==> src/mcc_pkg.sv <==
package mcc_pkg;

  localparam int MAX_BASE   = 8;
  localparam int MAX_LEVELS = 8;
  localparam int FRAC_BITS  = 16;

  // fixed field widths
  localparam int OP_W    = 1;
  localparam int WIDX_W  = 6;
  localparam int WVAL_W  = 17;
  localparam int COORD_W = 24;
  localparam int CFG_W   = 4;
  localparam int CFG_IDX_W = 2;

  localparam int TABLE_DEPTH = MAX_BASE * MAX_BASE;
  localparam int ADDR_W      = $clog2(TABLE_DEPTH);
  localparam int DIG_W       = $clog2(MAX_BASE);
  localparam int CB_W        = $clog2(MAX_BASE + 1);
  localparam int SLOT_W      = DIG_W + CB_W;
  localparam int LVL_W       = $clog2(MAX_LEVELS + 1);
  localparam int VAL_W       = FRAC_BITS + 1;

  // q = (v * ceil(2^S / b)) >> S is exact for v < 2^COORD_W, b <= 2^DIG_W
  localparam int RECIP_SHIFT = COORD_W + DIG_W;
  localparam int RECIP_W     = RECIP_SHIFT + 1;

  localparam logic [VAL_W-1:0] ONE_FX = VAL_W'(1) << FRAC_BITS;

  localparam logic OP_WRITE = 1'b0;
  localparam logic OP_QUERY = 1'b1;

  localparam logic [CFG_IDX_W-1:0] CFG_BASE_X = 2'd0;
  localparam logic [CFG_IDX_W-1:0] CFG_BASE_Y = 2'd1;
  localparam logic [CFG_IDX_W-1:0] CFG_LEVELS = 2'd2;

  typedef struct packed {
    logic                 operation;
    logic [WIDX_W-1:0]    weight_index;
    logic [WVAL_W-1:0]    weight_value;
    logic [COORD_W-1:0]   row;
    logic [COORD_W-1:0]   col;
  } in_word_t;

  typedef struct packed {
    logic [WVAL_W-1:0] cell_value;
    logic              out_of_range;
  } out_word_t;

  typedef enum logic [2:0] {
    ST_IDLE,
    ST_DIV,
    ST_REM,
    ST_MUL,
    ST_FIN
  } state_e;

  typedef struct packed {
    logic load;
    logic div_en;
    logic rem_en;
    logic mul_en;
    logic out_load;
  } cmd_t;

  typedef struct packed {
    logic [LVL_W-1:0] n_levels;
    logic             out_busy;
  } sts_t;

  function automatic logic [CB_W-1:0] clamp_base(input logic [CFG_W-1:0] b);
    logic [CB_W-1:0] r;
    if (b == '0) begin
      r = CB_W'(1);
    end else if (int'(b) > MAX_BASE) begin
      r = CB_W'(MAX_BASE);
    end else begin
      r = CB_W'(b);
    end
    return r;
  endfunction

  function automatic logic [LVL_W-1:0] clamp_levels(input logic [CFG_W-1:0] n);
    logic [LVL_W-1:0] r;
    if (n == '0) begin
      r = LVL_W'(1);
    end else if (int'(n) > MAX_LEVELS) begin
      r = LVL_W'(MAX_LEVELS);
    end else begin
      r = LVL_W'(n);
    end
    return r;
  endfunction

endpackage

==> src/mcc_ram.sv <==
module mcc_ram #(
  parameter int Width = 8,
  parameter int Depth = 16
) (
  input  logic                     clk_i,
  input  logic                     we_i,
  input  logic [$clog2(Depth)-1:0] waddr_i,
  input  logic [Width-1:0]         wdata_i,
  input  logic                     re_i,
  input  logic [$clog2(Depth)-1:0] raddr_i,
  output logic [Width-1:0]         rdata_o
);

  logic [Width-1:0] mem_q [Depth];
  logic [Width-1:0] rdata_q;

  always_ff @(posedge clk_i) begin
    if (we_i) begin
      mem_q[waddr_i] <= wdata_i;
    end
    if (re_i) begin
      rdata_q <= mem_q[raddr_i];
    end
  end

  assign rdata_o = rdata_q;

endmodule

==> src/mcc_ctrl.sv <==
module mcc_ctrl
  import mcc_pkg::*;
(
  input  logic clk_i,
  input  logic rst_ni,
  input  logic in_valid_i,
  input  logic in_op_i,
  output logic in_ready_o,
  input  sts_t sts_i,
  output cmd_t cmd_o
);

  state_e state_q, state_d;
  logic [LVL_W-1:0] lvl_q, lvl_d;

  always_ff @(posedge clk_i or negedge rst_ni) begin
    if (!rst_ni) begin
      state_q <= ST_IDLE;
      lvl_q   <= '0;
    end else begin
      state_q <= state_d;
      lvl_q   <= lvl_d;
    end
  end

  always_comb begin
    state_d    = state_q;
    lvl_d      = lvl_q;
    cmd_o      = '0;
    in_ready_o = 1'b0;
    unique case (state_q)
      ST_IDLE: begin
        in_ready_o = 1'b1;
        // a weight write finishes in the accept cycle
        if (in_valid_i && in_op_i == OP_QUERY) begin
          cmd_o.load = 1'b1;
          lvl_d      = '0;
          state_d    = ST_DIV;
        end
      end
      ST_DIV: begin
        cmd_o.div_en = 1'b1;
        state_d      = ST_REM;
      end
      ST_REM: begin
        cmd_o.rem_en = 1'b1;
        state_d      = ST_MUL;
      end
      ST_MUL: begin
        cmd_o.mul_en = 1'b1;
        if (lvl_q + LVL_W'(1) == sts_i.n_levels) begin
          state_d = ST_FIN;
        end else begin
          lvl_d   = lvl_q + LVL_W'(1);
          state_d = ST_DIV;
        end
      end
      ST_FIN: begin
        if (!sts_i.out_busy) begin
          cmd_o.out_load = 1'b1;
          state_d        = ST_IDLE;
        end
      end
      default: state_d = ST_IDLE;
    endcase
  end

endmodule

==> src/mcc_dp.sv <==
module mcc_dp
  import mcc_pkg::*;
(
  input  logic                 clk_i,
  input  logic                 rst_ni,
  input  logic                 cfg_we_i,
  input  logic [CFG_IDX_W-1:0] cfg_idx_i,
  input  logic [CFG_W-1:0]     cfg_wdata_i,
  input  logic                 wr_en_i,
  input  in_word_t             in_data_i,
  input  cmd_t                 cmd_i,
  output sts_t                 sts_o,
  output logic                 out_valid_o,
  input  logic                 out_ready_i,
  output out_word_t            out_data_o
);

  localparam longint unsigned RecipNum = 64'd1 << RECIP_SHIFT;

  logic [CFG_W-1:0] base_x_q, base_y_q, levels_q;
  logic [CB_W-1:0]  bx, by;

  logic [COORD_W-1:0] row_q, col_q, qrow_q, qcol_q;
  logic [VAL_W-1:0]   acc_q;
  logic               rd_vld_q;
  logic               vld_q [TABLE_DEPTH];
  logic               out_valid_q;
  out_word_t          out_q;

  logic [RECIP_W-1:0] recip_tbl [1:MAX_BASE];

  for (genvar gb = 1; gb <= MAX_BASE; gb++) begin : g_recip
    localparam longint unsigned Den = gb;
    assign recip_tbl[gb] = RECIP_W'((RecipNum + Den - 64'd1) / Den);
  end

  always_ff @(posedge clk_i or negedge rst_ni) begin
    if (!rst_ni) begin
      base_x_q <= CFG_W'(2);
      base_y_q <= CFG_W'(2);
      levels_q <= CFG_W'(1);
    end else if (cfg_we_i) begin
      if (cfg_idx_i == CFG_BASE_X) begin
        base_x_q <= cfg_wdata_i;
      end else if (cfg_idx_i == CFG_BASE_Y) begin
        base_y_q <= cfg_wdata_i;
      end else if (cfg_idx_i == CFG_LEVELS) begin
        levels_q <= cfg_wdata_i;
      end
    end
  end

  assign bx = clamp_base(base_x_q);
  assign by = clamp_base(base_y_q);
  assign sts_o.n_levels = clamp_levels(levels_q);
  assign sts_o.out_busy = out_valid_q && !out_ready_i;

  // weight writes, saturated to one
  logic                wr_ok;
  logic [ADDR_W-1:0]   wr_addr;
  logic [VAL_W-1:0]    wr_val;

  assign wr_ok   = wr_en_i && (int'(in_data_i.weight_index) < TABLE_DEPTH);
  assign wr_addr = ADDR_W'(in_data_i.weight_index);
  assign wr_val  = (in_data_i.weight_value > WVAL_W'(ONE_FX)) ? ONE_FX
                                                              : VAL_W'(in_data_i.weight_value);

  // divide step: quotient by reciprocal multiply
  logic [COORD_W+RECIP_W-1:0] prod_x, prod_y;
  assign prod_x = {{RECIP_W{1'b0}}, row_q} * {{COORD_W{1'b0}}, recip_tbl[bx]};
  assign prod_y = {{RECIP_W{1'b0}}, col_q} * {{COORD_W{1'b0}}, recip_tbl[by]};

  // remainder step: digits and table slot
  logic [COORD_W+CB_W-1:0] qb_x, qb_y;
  logic [COORD_W-1:0]      rem_x, rem_y;
  logic [DIG_W-1:0]        xd, yd;
  logic [SLOT_W-1:0]       slot_full;
  logic [ADDR_W-1:0]       slot;

  assign qb_x      = {{CB_W{1'b0}}, qrow_q} * {{COORD_W{1'b0}}, bx};
  assign qb_y      = {{CB_W{1'b0}}, qcol_q} * {{COORD_W{1'b0}}, by};
  assign rem_x     = row_q - qb_x[COORD_W-1:0];
  assign rem_y     = col_q - qb_y[COORD_W-1:0];
  assign xd        = rem_x[DIG_W-1:0];
  assign yd        = rem_y[DIG_W-1:0];
  assign slot_full = SLOT_W'(xd) * SLOT_W'(by) + SLOT_W'(yd);
  assign slot      = ADDR_W'(slot_full);

  logic [VAL_W-1:0] rdata;

  mcc_ram #(
    .Width(VAL_W),
    .Depth(TABLE_DEPTH)
  ) u_ram (
    .clk_i  (clk_i),
    .we_i   (wr_ok),
    .waddr_i(wr_addr),
    .wdata_i(wr_val),
    .re_i   (cmd_i.rem_en),
    .raddr_i(slot),
    .rdata_o(rdata)
  );

  // never-written slots read as zero
  logic [VAL_W-1:0]   weight;
  logic [2*VAL_W-1:0] prod_acc;
  assign weight   = rd_vld_q ? rdata : '0;
  assign prod_acc = {{VAL_W{1'b0}}, acc_q} * {{VAL_W{1'b0}}, weight};

  always_ff @(posedge clk_i or negedge rst_ni) begin
    if (!rst_ni) begin
      for (int i = 0; i < TABLE_DEPTH; i++) begin
        vld_q[i] <= 1'b0;
      end
      out_valid_q <= 1'b0;
    end else begin
      if (wr_ok) begin
        vld_q[wr_addr] <= 1'b1;
      end
      if (cmd_i.out_load) begin
        out_valid_q <= 1'b1;
      end else if (out_ready_i) begin
        out_valid_q <= 1'b0;
      end
    end
  end

  always_ff @(posedge clk_i) begin
    if (cmd_i.load) begin
      row_q <= in_data_i.row;
      col_q <= in_data_i.col;
      acc_q <= ONE_FX;
    end
    if (cmd_i.div_en) begin
      qrow_q <= prod_x[RECIP_SHIFT +: COORD_W];
      qcol_q <= prod_y[RECIP_SHIFT +: COORD_W];
    end
    if (cmd_i.rem_en) begin
      row_q    <= qrow_q;
      col_q    <= qcol_q;
      rd_vld_q <= vld_q[slot];
    end
    if (cmd_i.mul_en) begin
      acc_q <= prod_acc[FRAC_BITS +: VAL_W];
    end
    if (cmd_i.out_load) begin
      // anything left after all levels means the coordinate was outside the grid
      if (row_q == '0 && col_q == '0) begin
        out_q.cell_value   <= WVAL_W'(acc_q);
        out_q.out_of_range <= 1'b0;
      end else begin
        out_q.cell_value   <= '0;
        out_q.out_of_range <= 1'b1;
      end
    end
  end

  assign out_valid_o = out_valid_q;
  assign out_data_o  = out_q;

endmodule

==> src/multinomial_cascade_cell_top.sv <==
// Channel | Dir | Handshake              | Word
// --------+-----+------------------------+--------------------------------------
// in      | in  | in_valid_i/in_ready_o  | in_data_i (in_word_t)
// out     | out | out_valid_o/out_ready_i| out_data_o (out_word_t)
// cfg     | in  | cfg_we_i               | cfg_idx_i, cfg_wdata_i
//
// A weight write completes in its accept cycle. A query runs one shared
// divide / digit / multiply-accumulate step sequence per level, between accept
// and result load. The weight table is a 64-entry RAM with registered read;
// per-entry valid bits make unwritten slots read as zero. Reset is
// asynchronous, active low, and needs no clearing pass. A query waits in its
// last state while the output register still holds an untaken word.
module multinomial_cascade_cell_top
  import mcc_pkg::*;
(
  input  logic                 clk_i,
  input  logic                 rst_ni,
  input  logic                 in_valid_i,
  output logic                 in_ready_o,
  input  in_word_t             in_data_i,
  output logic                 out_valid_o,
  input  logic                 out_ready_i,
  output out_word_t            out_data_o,
  input  logic                 cfg_we_i,
  input  logic [CFG_IDX_W-1:0] cfg_idx_i,
  input  logic [CFG_W-1:0]     cfg_wdata_i
);

  cmd_t cmd;
  sts_t sts;
  logic in_ready;
  logic wr_en;

  assign wr_en      = in_valid_i && in_ready && (in_data_i.operation == OP_WRITE);
  assign in_ready_o = in_ready;

  mcc_ctrl u_ctrl (
    .clk_i     (clk_i),
    .rst_ni    (rst_ni),
    .in_valid_i(in_valid_i),
    .in_op_i   (in_data_i.operation),
    .in_ready_o(in_ready),
    .sts_i     (sts),
    .cmd_o     (cmd)
  );

  mcc_dp u_dp (
    .clk_i      (clk_i),
    .rst_ni     (rst_ni),
    .cfg_we_i   (cfg_we_i),
    .cfg_idx_i  (cfg_idx_i),
    .cfg_wdata_i(cfg_wdata_i),
    .wr_en_i    (wr_en),
    .in_data_i  (in_data_i),
    .cmd_i      (cmd),
    .sts_o      (sts),
    .out_valid_o(out_valid_o),
    .out_ready_i(out_ready_i),
    .out_data_o (out_data_o)
  );

endmodule
==> config.mk <==
export PLATFORM = sky130hd
export DESIGN_NAME = multinomial_cascade_cell_top
export DESIGN_NICKNAME = d
export VERILOG_FILES = /design/src/mcc_pkg.sv /design/src/mcc_ram.sv /design/src/mcc_ctrl.sv /design/src/mcc_dp.sv /design/src/multinomial_cascade_cell_top.sv
export SDC_FILE = /design/constraint.sdc
export NUM_CORES = 2
export LEC_CHECK = 0
export BUFFER_PORTS_ARGS = -buffer_cell sky130_fd_sc_hd__buf_2
export CAP_MARGIN = 20
export CORE_MARGIN = 5
export CORE_UTILIZATION = 63
export CTS_CLUSTER_SIZE = 28
export DETAILED_ROUTE_END_ITERATION = 8
export PLACE_DENSITY = 0.75
export SYNTH_ARGS = -nofsm -noshare
export SYNTH_HDL_FRONTEND = slang
export SYNTH_SLANG_ARGS = --single-unit
==> constraint.sdc <==
create_clock -name clk_i -period 16.45 [get_ports clk_i]
set_input_delay 3.29 -clock clk_i [delete_from_list [all_inputs] [get_ports clk_i]]
set_output_delay 3.29 -clock clk_i [all_outputs]
set_load 0.03 [all_outputs]
# Word-level counts from Yosys, hierarchy flattened
# Memories as Yosys holds them, arrays and structs flattened. A register that Yosys moved wholly into a read port is not among the register bits.
# Index checks and enable logic that the tools add are counted.
totals:
  regBits: 216
  mem_bits_rw: 1088
  romBits: 896
  inputBits: 83
  n_memories: 3
classes:
  n_addsub: 4
  mul: 6
  n_lt_le_gt_ge: 9
  eq_ne: 10
  mux: 43
  n_bitwise: 8
  n_reduce_logical: 23
memory_table:
  columns: ["memory", "words", "word_bits", "read_ports", "rd_clocked_by_memory_dff", "write_ports", "line", "rtl"]
  rows:
  - ["u_dp.u_ram.mem_q", 64, 17, 1, 1, 1, "mcc_ram.sv:14", "logic [Width-1:0] mem_q [Depth];"]
  - ["(no name shown)", 16, 28, 1, 0, 0, "mcc_dp.sv:70", "assign prod_x = {{RECIP_W{1'b0}}, row_q} * {{COORD_W{1'b0}}, recip_tbl[bx]};"]
  - ["(no name shown)", 16, 28, 1, 0, 0, "mcc_dp.sv:71", "assign prod_y = {{RECIP_W{1'b0}}, col_q} * {{COORD_W{1'b0}}, recip_tbl[by]};"]
op_table:
  columns: ["cell", "count"]
  rows:
  - ["$mux W28", 4]
  - ["$mul A24 B28 Y51", 2]
  - ["$mux W24", 4]
  - ["$mux W17", 4]
  - ["$or A64 B64 Y64", 1]
  - ["$logic_not A24 Y1", 2]
  - ["$mul A24 B4 Y3", 2]
  - ["$mul A17 B17 Y33", 1]
  - ["$mux W4", 8]
  - ["$gt A17 B17 Y1 const B", 1]
  - ["$mux W1", 16]
  - ["$pmux W3 S5", 1]
  - ["$ge A7 B7 Y1 const B", 2]
  - ["$not A6 Y7", 2]
  - ["$gt A4 B4 Y1 const B", 3]
  - ["$logic_not A4 Y1", 3]
  - ["$ge A5 B5 Y1 const B", 2]
  - ["$not A4 Y5", 2]
  - ["$mux W3", 3]
  - ["$pmux W4 S2", 1]
  - ["$reduce_bool A2 Y1", 4]
  - ["$lt A7 B1 Y1 const B", 1]
  - ["$add A6 B3 Y6", 1]
  - ["$bmux W1 S6", 1]
  - ["other kinds (20)", 32]

# Longest topological paths before layout
depth:
  word_depth: 11
  mapped_depth: 34
  ltp_nobuf: 31

# By module
# From an unflattened synthesis, not the netlist that was laid out.
hier_totals:
  cells_unflattened: 7305
  area_unflattened_um2: 95537.9
modules_own_cells:
  columns: ["module", "n_inst", "cells_per_inst", "area_each_um2", "seq_area_each_um2"]
  rows:
  - ["mcc_dp", 1, 5296, 52491.6, 5894.4]
  - ["mcc_ram", 1, 1953, 42514.5, 33181.8]
  - ["mcc_ctrl", 1, 55, 523.0, 175.2]
  - ["multinomial_cascade_cell_top", 1, 1, 8.8, 0.0]

# Worst setup path after synthesis
# No wires, ideal clock.
synth_path:
  path_type: "register -> register"
  from: "reg u_dp.base_x_q[1]"
  to: "reg u_dp.qrow_q[13], data pin"
  t_arrival_ns: 8.096
  required_ns: 16.175
  path_slack_ns: 8.080
  path_stages_with_launch: 27
  path_buffers: 3
  period_less_slack_ns: 8.370
  cell_sequence: "dfstp_2 > clkbuf_1 > nor2b_1 > ha_1 > nor3b_1 > clkbuf_1 > clkbuf_1 > and2_1 > fa_1 > fa_1 > fa_1 > inv_1 > fa_1 > inv_1 > fa_1 > fa_1 > inv_1 > fa_1 > inv_1 > ha_1 > and4_1 > a221o_1 > a211o_1 > a2111oi_4 > o31ai_2 > a2111oi_0 > a311oi_1"
synth_via:
  elab_chain_len: 8
  word_cells_on_any_way: 9
  cone_classes: "mul (1); order compare (1); mux (4); bitwise (1); reduce/logical (1); memory (1)"
synth_rtl:
  columns: ["element", "line", "rtl"]
  rows:
  - ["start, declared", "mcc_dp.sv:20", "logic [CFG_W-1:0] base_x_q, base_y_q, levels_q;"]
  - ["start signal, assigned", "mcc_dp.sv:44", "base_x_q <= cfg_wdata_i;"]
  - ["$gt A4 B4 Y1", "mcc_pkg.sv:74", "end else if (int'(b) > MAX_BASE) begin"]
  - ["$mux W4", "mcc_pkg.sv:74", null]
  - ["$mux W4 (*)", "mcc_pkg.sv:72", "if (b == '0) begin"]
  - ["$not A4 Y5 (implied by the code) (*)", "mcc_dp.sv:70", null]
  - ["$mem_v2 Z16 W28 (*)", null, null]
  - ["$mux W28 (implied by the code) (*) (2 in series)", "mcc_dp.sv:70", null]
  - ["$mul A24 B28 Y51 (*)", "mcc_dp.sv:70", null]
  - ["net u_dp.prod_x[40]", "mcc_dp.sv:69", "logic [COORD_W+RECIP_W-1:0] prod_x, prod_y;"]
  - ["end signal, assigned", "mcc_dp.sv:135", "qrow_q <= prod_x[RECIP_SHIFT +: COORD_W];"]
  - ["end, declared", "mcc_dp.sv:23", "logic [COORD_W-1:0] row_q, col_q, qrow_q, qcol_q;"]
# The timed path passes the listed nets; every way through them passes the cells marked *. The select of a mux whose other input is x is not followed.
# A chain may end at the register's enable or synchronous reset.

# Final worst setup path
# Same ends and word-level chain as after synthesis.

==> impl_metrics.json <==
{
  "status": "completed",
  "grt_usage": 0.349,
  "core_area_mm2": 0.150,
  "min_path_cells": 1,
  "routedWlPerCell_um": 28.8,
  "crit_required_ns": 16.93,
  "clockRootBuffer": "clkbuf_16",
  "start_kind": "register",
  "hold_class": "register to register",
  "cp-end-kind": "register",
  "timing.fmax_mhz": 102,
  "rr_worst_depth": 24,
  "grt_pass1_vias": 61947,
  "cts_buffers": 137,
  "fin_util": 0.689,
  "fp.dieH_um": 399,
  "grt_pass1_wl_mm": 401,
  "finalSetupViolCount": 0,
  "slew_headroom": 0.235,
  "yosys_most_used_dff": "edfxtp_1",
  "hold_violations": 0,
  "min_period_ns": 9.82,
  "wl_mm": 268,
  "syn_area_per_cell_um2": 13.5,
  "netlist_instances": 7064,
  "drt_iter0_drc": 6137,
  "synth_area_mm2": 0.0952,
  "async_flop_share": 0.0636,
  "h-tree-depth": 4,
  "die_w_um": 399,
  "start_util": 0.635,
  "slowest_delay_ns": 0.86,
  "ys_seq_area_frac": 0.412,
  "critPathKind": "register to register",
  "gr-total-overflow": 0,
  "rows": 142,
  "clock-sinks": 1321,
  "vias": 57663,
  "path_clk_slew_ns": 0.06,
  "maxCapViolCount": 0,
  "detail-route-antenna-nets": 0,
  "drv_slew": 0,
  "io_pins": 103,
  "antenna_found_initial": 22,
  "viasPerCell": 6.19,
  "grt_max_degree": 80,
  "fin_nets": 8921,
  "yosys.area.top_type": "edfxtp_1",
  "port_buffers": 102,
  "period_share": 0.597,
  "ys_types": 82,
  "ys_ff_latch": 1321,
  "tightest_slew_ns": 1.15,
  "fin_skew_ns": 0.0535,
  "cpLargestDelayFamily": "adder cells",
  "finalSetupTns_ns": 0,
  "synth.top_cell.area_share": 0.390,
  "gp_congestion": 1.00,
  "worst-path-stages": 24,
  "clk_latency_ns": 0.79,
  "cp.arrival_ns": 10.30,
  "cts_resized": 0,
  "path_cells": "nor2b_1 -> ha_1 -> nand2b_1 -> a21oi_4 -> nand2_1 -> fa_1 -> fa_1 -> fa_1 -> fa_1 -> inv_1 -> fa_1 -> fa_1 -> inv_1 -> fa_1 -> inv_1 -> ha_1 -> a21o_1 -> a21o_1 -> a221o_1 -> a211o_1 -> a2111oi_4 -> o31ai_2 -> a2111oi_0 -> a311oi_1",
  "drc": 0,
  "synth_warnings": 0,
  "synth_area_leaders": "edfxtp_1 39%, fa_1 25%, mux4_2 8.9%",
  "die_area_mm2": 0.159,
  "cts_hold_buf": 0,
  "hpwl_mm": 189,
  "slowest_stage": "dfstp_2",
  "synth_edf_count": 1237,
  "rsz0062_at_grt": "no",
  "drive_above_1_share": 0.151,
  "syn_nets": 8807,
  "cts_buffer_depth": 3,
  "cts_tree": "done",
  "critPathMaxFanout": 25,
  "path_common_cell": "fa_1",
  "areaGrowthSynthToFinish_pct": 8.52,
  "crit_buf_inv": 3,
  "fillers": 10265,
  "cts_setup_buffers": 0,
  "drt_pre_antenna_iters": 6
}
==> path summary, 6_finish.rpt <==
check	from	endpoint	slack [ns]
worst max-delay path	u_dp.base_x_q[1]$_DFFE_PN1P_	u_dp.qrow_q[13]$_DFFE_PP_	6.63
worst min-delay path	u_dp.vld_q[52]$_DFFE_PN0P_	u_dp.vld_q[52]$_DFFE_PN0P_	0.46
worst max register to register	u_dp.base_x_q[1]$_DFFE_PN1P_	u_dp.qrow_q[13]$_DFFE_PP_	6.63
worst min register to register	u_dp.vld_q[52]$_DFFE_PN0P_	u_dp.vld_q[52]$_DFFE_PN0P_	0.46
max in group asynchronous	rst_ni	u_dp.base_y_q[0]$_DFFE_PN0P_	12.75
min in group asynchronous	rst_ni	u_dp.vld_q[31]$_DFFE_PN0P_	2.44
==> per-layer routing <==
layer | up-vias | part of all wire | track usage
met5 | - | 0.00045 | 0.000924
met4 | 18 | 0.062 | 0.179
met3 | 750 | 0.10 | 0.0815
met2 | 3559 | 0.48 | 0.556
met1 | 29698 | 0.36 | 0.456
li1 | 23638 | - | -
==> synth_stat cells (all sizes together), types with 81 or more instances <==
cell / number
ha: 479
or2: 95
dfrtp: 81
edfxtp: 1237
a21oi: 87
nor2: 138
fa: 1181
mux4: 378
clkbuf: 232
and2: 266
nand2: 535
inv: 1524
and3: 196
==> layout by cell type (no fill, tap or decap), types with 21 or more instances in the layout <==
| master | instances |
|---|---|
| xor2_1 | 30 |
| dfrtp_1 | 81 |
| buf_2 | 101 |
| or2_2 | 93 |
| inv_1 | 1524 |
| o21ai_0 | 56 |
| clkinv_2 | 24 |
| nand2b_1 | 24 |
| a211oi_1 | 22 |
| ha_1 | 477 |
| nand3_1 | 36 |
| xnor2_1 | 61 |
| a21o_1 | 50 |
| a21oi_1 | 83 |
| nor2_2 | 64 |
| fa_1 | 1180 |
| clkbuf_16 | 138 |
| and2_1 | 262 |
| mux4_2 | 378 |
| nand2_1 | 535 |
| edfxtp_1 | 1237 |
| clkinv_1 | 22 |
| and3_1 | 196 |
| mux2_2 | 60 |
| nor2_1 | 74 |
| buf_4 | 142 |
| nor3_1 | 21 |
==> flip-flops by register name (all words and copies together) (netlist names), 4 cells and up <==
name                flops
u_dp.acc_q             17
u_dp.base_x_q           4
u_dp.u_ram.rdata_o     17
u_dp.out_data_o        18
u_dp.row_q             24
u_dp.u_ram.mem_q     1088
u_dp.qrow_q            24
u_dp.base_y_q           4
u_dp.vld_q             64
u_ctrl.lvl_q            4
u_dp.qcol_q            24
u_dp.col_q             24
u_dp.levels_q           4
==> through the flow <==
step                instance area [um^2]  cells  hold WS, ns  setup slack (ns)
finish                            103000   9311        0.464              6.63
global route                      103000   9303        0.474              6.25
detailed placement                 98600   9052        0.450              6.82
global placement                   98600   9052        0.445              6.99
CTS                               103000   9297        0.468              6.81
floorplan                          95200   7064        0.434              8.08
==> kinds of logic (layout without fill, tap and decap cells) <==
| kind of cell | after synthesis | after routing | synth area share |
|---|---|---|---|
| multiplexers | 440 | 440 | 0.0968 |
| AO/OA/AOI/OAI | 326 | 326 | 0.0230 |
| buffers and inverters | 1795 | 2015 | 0.0714 |
| XOR/XNOR | 95 | 95 | 0.00897 |
| other | 0 | 11 | 0 |
| AND/OR/NAND/NOR | 1427 | 1427 | 0.0761 |
| adder cells (fa/ha/maj) | 1660 | 1660 | 0.311 |
| flip-flops | 1321 | 1321 | 0.412 |
==> cell type report <==
cell class,instances,area [um^2],area share
clock buffer,162,3580,0.0347
tap,2016,2520,0.0244
timing repair buffer,246,1620,0.0157
clock inverter,83,1000,0.00969
antenna,11,27.5,0.000267
multi-input combinational,3948,49600,0.480
inverter,1524,5720,0.0554
sequential,1321,39300,0.380
Power is left out: the tool's default activity adds up to more than one toggle a clock period on the data nets, which glitch-free logic cannot reach.
